--- src/tps_pkg.sv ---
// Package for the triangle plane slicer: widths, codes, records and helpers.
// No dependencies; every other file refers to it by scoped names.
package tps_pkg;

    localparam int CoordW = 32;
    localparam int NormW  = 16;
    localparam int DiffW  = CoordW + 1;
    localparam int ProdW  = DiffW + NormW;
    localparam int DistW  = ProdW + 2;
    localparam int DivW   = DistW + 1;
    localparam int QuoW   = 16;
    localparam int ParW   = QuoW + 1;
    localparam int LerpW  = ParW + 1 + DiffW;
    localparam int IdxW   = 3;

    localparam logic [ParW-1:0] PARAM_ONE = ParW'(1) << QuoW;

    typedef enum logic [1:0] {
        REL_ABOVE = 2'd0,
        REL_BELOW = 2'd1,
        REL_CROSS = 2'd2
    } rel_t;

    localparam logic [IdxW-1:0] CFG_POINT_X  = 3'd0;
    localparam logic [IdxW-1:0] CFG_POINT_Y  = 3'd1;
    localparam logic [IdxW-1:0] CFG_POINT_Z  = 3'd2;
    localparam logic [IdxW-1:0] CFG_NORMAL_X = 3'd3;
    localparam logic [IdxW-1:0] CFG_NORMAL_Y = 3'd4;
    localparam logic [IdxW-1:0] CFG_NORMAL_Z = 3'd5;

    // One lane of the restoring divider
    typedef struct packed {
        logic            sat;
        logic [DivW-1:0] den;
        logic [DivW-1:0] rem;
        logic [QuoW-1:0] quo;
    } div_t;

    // Geometry that rides alongside the divider
    typedef struct packed {
        rel_t                    rel;
        logic [1:0]              lone;
        logic [2:0][CoordW-1:0]  s1;
        logic [2:0][CoordW-1:0]  s2;
        logic [2:0][DiffW-1:0]   e1;
        logic [2:0][DiffW-1:0]   e2;
    } geo_t;

    // Zero shares a side with everything
    function automatic logic same_side(input logic signed [DistW-1:0] d1,
                                       input logic signed [DistW-1:0] d2);
        logic pos1, neg1, pos2, neg2;
        pos1 = !d1[DistW-1] && (d1 != '0);
        neg1 = d1[DistW-1];
        pos2 = !d2[DistW-1] && (d2 != '0);
        neg2 = d2[DistW-1];
        return !((pos1 && neg2) || (neg1 && pos2));
    endfunction

    // Set up the quotient -ds / (dl - ds) for the divider
    function automatic div_t param_prep(input logic signed [DistW-1:0] ds,
                                        input logic signed [DistW-1:0] dl);
        logic signed [DivW-1:0] a;
        logic signed [DivW-1:0] b;
        logic [DivW-1:0]        num;
        logic [DivW-1:0]        den;
        div_t                   res;
        a   = -DivW'(ds);
        b   = DivW'(dl) - DivW'(ds);
        num = a[DivW-1] ? DivW'(-a) : DivW'(a);
        den = b[DivW-1] ? DivW'(-b) : DivW'(b);
        res.quo = '0;
        if ((a == '0) || (b == '0) || (a[DivW-1] != b[DivW-1])) begin
            res.sat = 1'b0;
            res.den = DivW'(1);
            res.rem = '0;
        end else if (num >= den) begin
            res.sat = 1'b1;
            res.den = DivW'(1);
            res.rem = '0;
        end else begin
            res.sat = 1'b0;
            res.den = den;
            res.rem = num;
        end
        return res;
    endfunction

    // Round the quotient to nearest, halves up
    function automatic logic [ParW-1:0] param_final(input div_t d);
        logic up;
        up = {d.rem, 1'b0} >= {1'b0, d.den};
        if (d.sat) begin
            return PARAM_ONE;
        end
        return {1'b0, d.quo} + ParW'(up);
    endfunction

endpackage

--- src/tps_div_step.sv ---
// One restoring division step: shift the remainder, compare, subtract.
// Depends on tps_pkg for the divider record.
module tps_div_step (
    input  tps_pkg::div_t cur,
    output tps_pkg::div_t nxt
);

    logic [tps_pkg::DivW:0] shifted;
    logic                   ge;

    // Produce one quotient bit
    always_comb
    begin
        shifted = {cur.rem, 1'b0};
        ge      = shifted >= {1'b0, cur.den};
        nxt.sat = cur.sat;
        nxt.den = cur.den;
        nxt.rem = ge ? tps_pkg::DivW'(shifted - {1'b0, cur.den})
                     : tps_pkg::DivW'(shifted);
        nxt.quo = {cur.quo[tps_pkg::QuoW-2:0], ge};
    end

endmodule

--- config.mk ---
export PLATFORM = sky130hd
export DESIGN_NAME = tps_div_step
export DESIGN_NICKNAME = d
export VERILOG_FILES = /design/src/tps_pkg.sv /design/src/tps_div_step.sv
export SDC_FILE = /design/constraint.sdc
export NUM_CORES = 1
export LEC_CHECK = 0
export BUFFER_PORTS_ARGS = -buffer_cell sky130_fd_sc_hd__buf_2
export CORE_MARGIN = 3
export CORE_UTILIZATION = 48
export DETAILED_ROUTE_END_ITERATION = 10
export PLACE_DENSITY = 0.82
export SETUP_SLACK_MARGIN = 0.4
export SYNTH_ARGS = -nofsm -noshare
export SYNTH_HDL_FRONTEND = slang
export SYNTH_SLANG_ARGS = --single-unit
--- constraint.sdc ---
create_clock -name vclk -period 3.9
set_input_delay 0.585 -clock vclk [all_inputs]
set_output_delay 0.585 -clock vclk [all_outputs]
set_load 0.01 [all_outputs]
==> flow_metrics.py <==
metrics = {
    "final_layout": {
        "final_common_cell": "buf_2",
        "final_cell_mix": "buf_2, buf_4, buf_6, inv_1, a21oi_1",
        "num_antenna_cells": 0,
        "drive_gt1_frac": 0.501,
        "seq_area_sq_um": 0,
        "seq_cell_count": 0,
        "nClkBuffers": 0,
        "syn_to_final_growth_pct": 48.3,
        "fillers": 658,
        "nets": 1026,
        "final_util": 0.752,
        "final_cell_area_sq_um": 6750,
    },
    "sta": {
        "period_share": 1.00,
        "fmax_ghz": 0.255,
        "period_needed_ns": 3.92,
        "drv_slew": 0,
        "rsz0062_at_grt": "true",
        "hold_violations": 0,
        "tightest_slew_ns": 0.620,
        "holdWs_ns": 1.17,
        "setup_tns_ns": -0.0535,
        "slew_headroom": 0.587,
        "fin_ws_ns": -0.0184,
        "setup_viol": 10,
    },
    "routing": {
        "ant_nets": 0,
        "vias": 5578,
        "wl_per_cell_um": 17.2,
        "drt-pass1-iter-count": 6,
        "viasPerCell": 5.72,
        "totalWireLength_mm": 16.8,
        "drt_iter0_drc": 308,
        "drc": 0,
    },
    "outcome": {
        "status": "finished, violations left",
        "violations": "setup timing",
    },
    "power": {
        "p_per_area_nw_per_um2": 213,
        "combinationalPowerShare": 1.000,
        "p_switching_mw": 0.687,
        "p_clk_frac": 0,
        "switching_share": 0.477,
        "ir_drop_mv": 0.115,
        "p_int_mw": 0.754,
        "total_power_mw": 1.44,
        "p_leak_nw": 3.32,
        "seqPwrFrac": 0,
    },
    "global_route": {
        "antenna_found_initial": 0,
        "grt_max_degree": 15,
        "track_usage": 0.266,
        "grt_pass1_vias": 5229,
        "gr-total-overflow": 0,
        "grt_pass1_wl_mm": 23.6,
    },
    "floorplan": {
        "die-area_sq_um": 10700,
        "row_count": 34,
        "die-height_um": 103,
        "core-area_sq_um": 8980,
        "start_util": 0.507,
        "io_pins": 242,
        "die_w_um": 103,
    },
    "placement": {
        "post_dp_cell_area_sq_um": 5710,
        "place_congestion": 0.982,
        "portBuffers": 209,
        "dp_hpwl_mm": 12.8,
    },
    "worst_setup_path": {
        "critPathLaunchType": "primary input",
        "crit_required_ns": 3.31,
        "worstPathArrival_ns": 3.33,
        "path_buf_inv": 5,
        "path_cells": "buf_2 > inv_1 > ha_4 > nand2_1 > a21boi_0 > o21ai_1 > o211ai_1 > o2111ai_4 > nand3_2 > a31o_4 > a31oi_4 > clkinv_4 > buf_12 > mux2_2 > buf_6",
        "path_class": "in2out",
        "max_stage_delay_ns": 0.30,
        "path_max_fanout": 14,
        "cp_slowest_cell": "mux2_2",
        "critPathCaptureType": "primary output",
        "cp_top_family": "compound AO/OA/AOI/OAI gates",
    },
    "worst_hold_path": {
        "hold_path_class": "in2out",
    },
    "yosys": {
        "yosysUniqueCellTypes": 63,
        "synth_nets": 829,
        "syn_avg_cell_area_sq_um": 6.95,
        "syn-instance-count": 655,
        "netlist_area_sq_um": 4550,
        "seq_area_frac_synth": 0,
        "ys_warn_count": 0,
    },
    "run": {
        "drv_cap": 0,
    },
}
-- layout make-up --
type                            count  area, sq um  share of cell area
Multi-Input combinational cell    501         4270               0.633
Timing Repair Buffer              283         2060               0.305
Inverter                           66          263              0.0389
Tap cell                          126          158              0.0234
-- path summary, 6_finish.rpt --
check	from	end	slack, ns	cells past startpoint
worst max-delay path	cur[86]	nxt[67]	-0.02	15
worst min-delay path	cur[3]	nxt[4]	1.17	0
-- synthesized netlist by cell type (all sizes together) (7+ instances only) --
master   n  area [sq um]
nor2    38           143
inv     66           248
nand4   14          87.6
buf     75           561
nand2   50           188
nor3    10          50.1
mux2    46           541
o21a     8          60.1
a31oi    7          58.8
xor2    18           158
ha      52           651
a211oi   7          52.6
a21o    18           135
nand3    9          45.0
o21bai  12          90.1
clkbuf  13          48.8
xnor2   27           236
o21ai   36           180
a21oi   63           327
-- timing repair --
item                       in CTS  in global routing
setup endpoints to repair      52                 53
buffers inserted               13                 12
resized for setup              55                109
hold buffers                    0                  0
cloned                          2                  1
pin swaps                       4                  3
-- stage by stage --
stage,worst slack (ns),instances
detailed placement,-0.0212,948
finish,-0.0184,976
floorplan,0.402,655
CTS,0.132,963
global route,-0.134,976
global placement,0.0286,948
-- power groups by stage --
| stage | sequential, mW | combinational, mW | clock [mW] |
|---|---|---|---|
| floorplan | 0 | 0.772 | 0 |
| global placement | 0 | 1.10 | 0 |
| detailed placement | 0 | 1.11 | 0 |
| CTS | 0 | 1.21 | 0 |
| global route | 0 | 1.55 | 0 |
| finish | 0 | 1.44 | 0 |
-- metal layers --
layer / vias to the layer above / share of wire / GRT usage
met5: - / 0 / 0
met4: 0 / 0.030 / 0.0618
met3: 55 / 0.072 / 0.0188
met2: 286 / 0.51 / 0.500
met1: 2576 / 0.39 / 0.327
li1: 2661 / - / -
-- kinds of logic after synthesis --
logic type               Yosys count  synth area share
AO/OA/AOI/OAI                    193             0.279
AND/OR/NAND/NOR                  160             0.172
buffers and inverters            154             0.188
adder cells (fa/ha/maj)           53             0.147
multiplexers                      50             0.128
XOR/XNOR                          45            0.0866
Note: power is estimated with default switching activity, not from simulation.
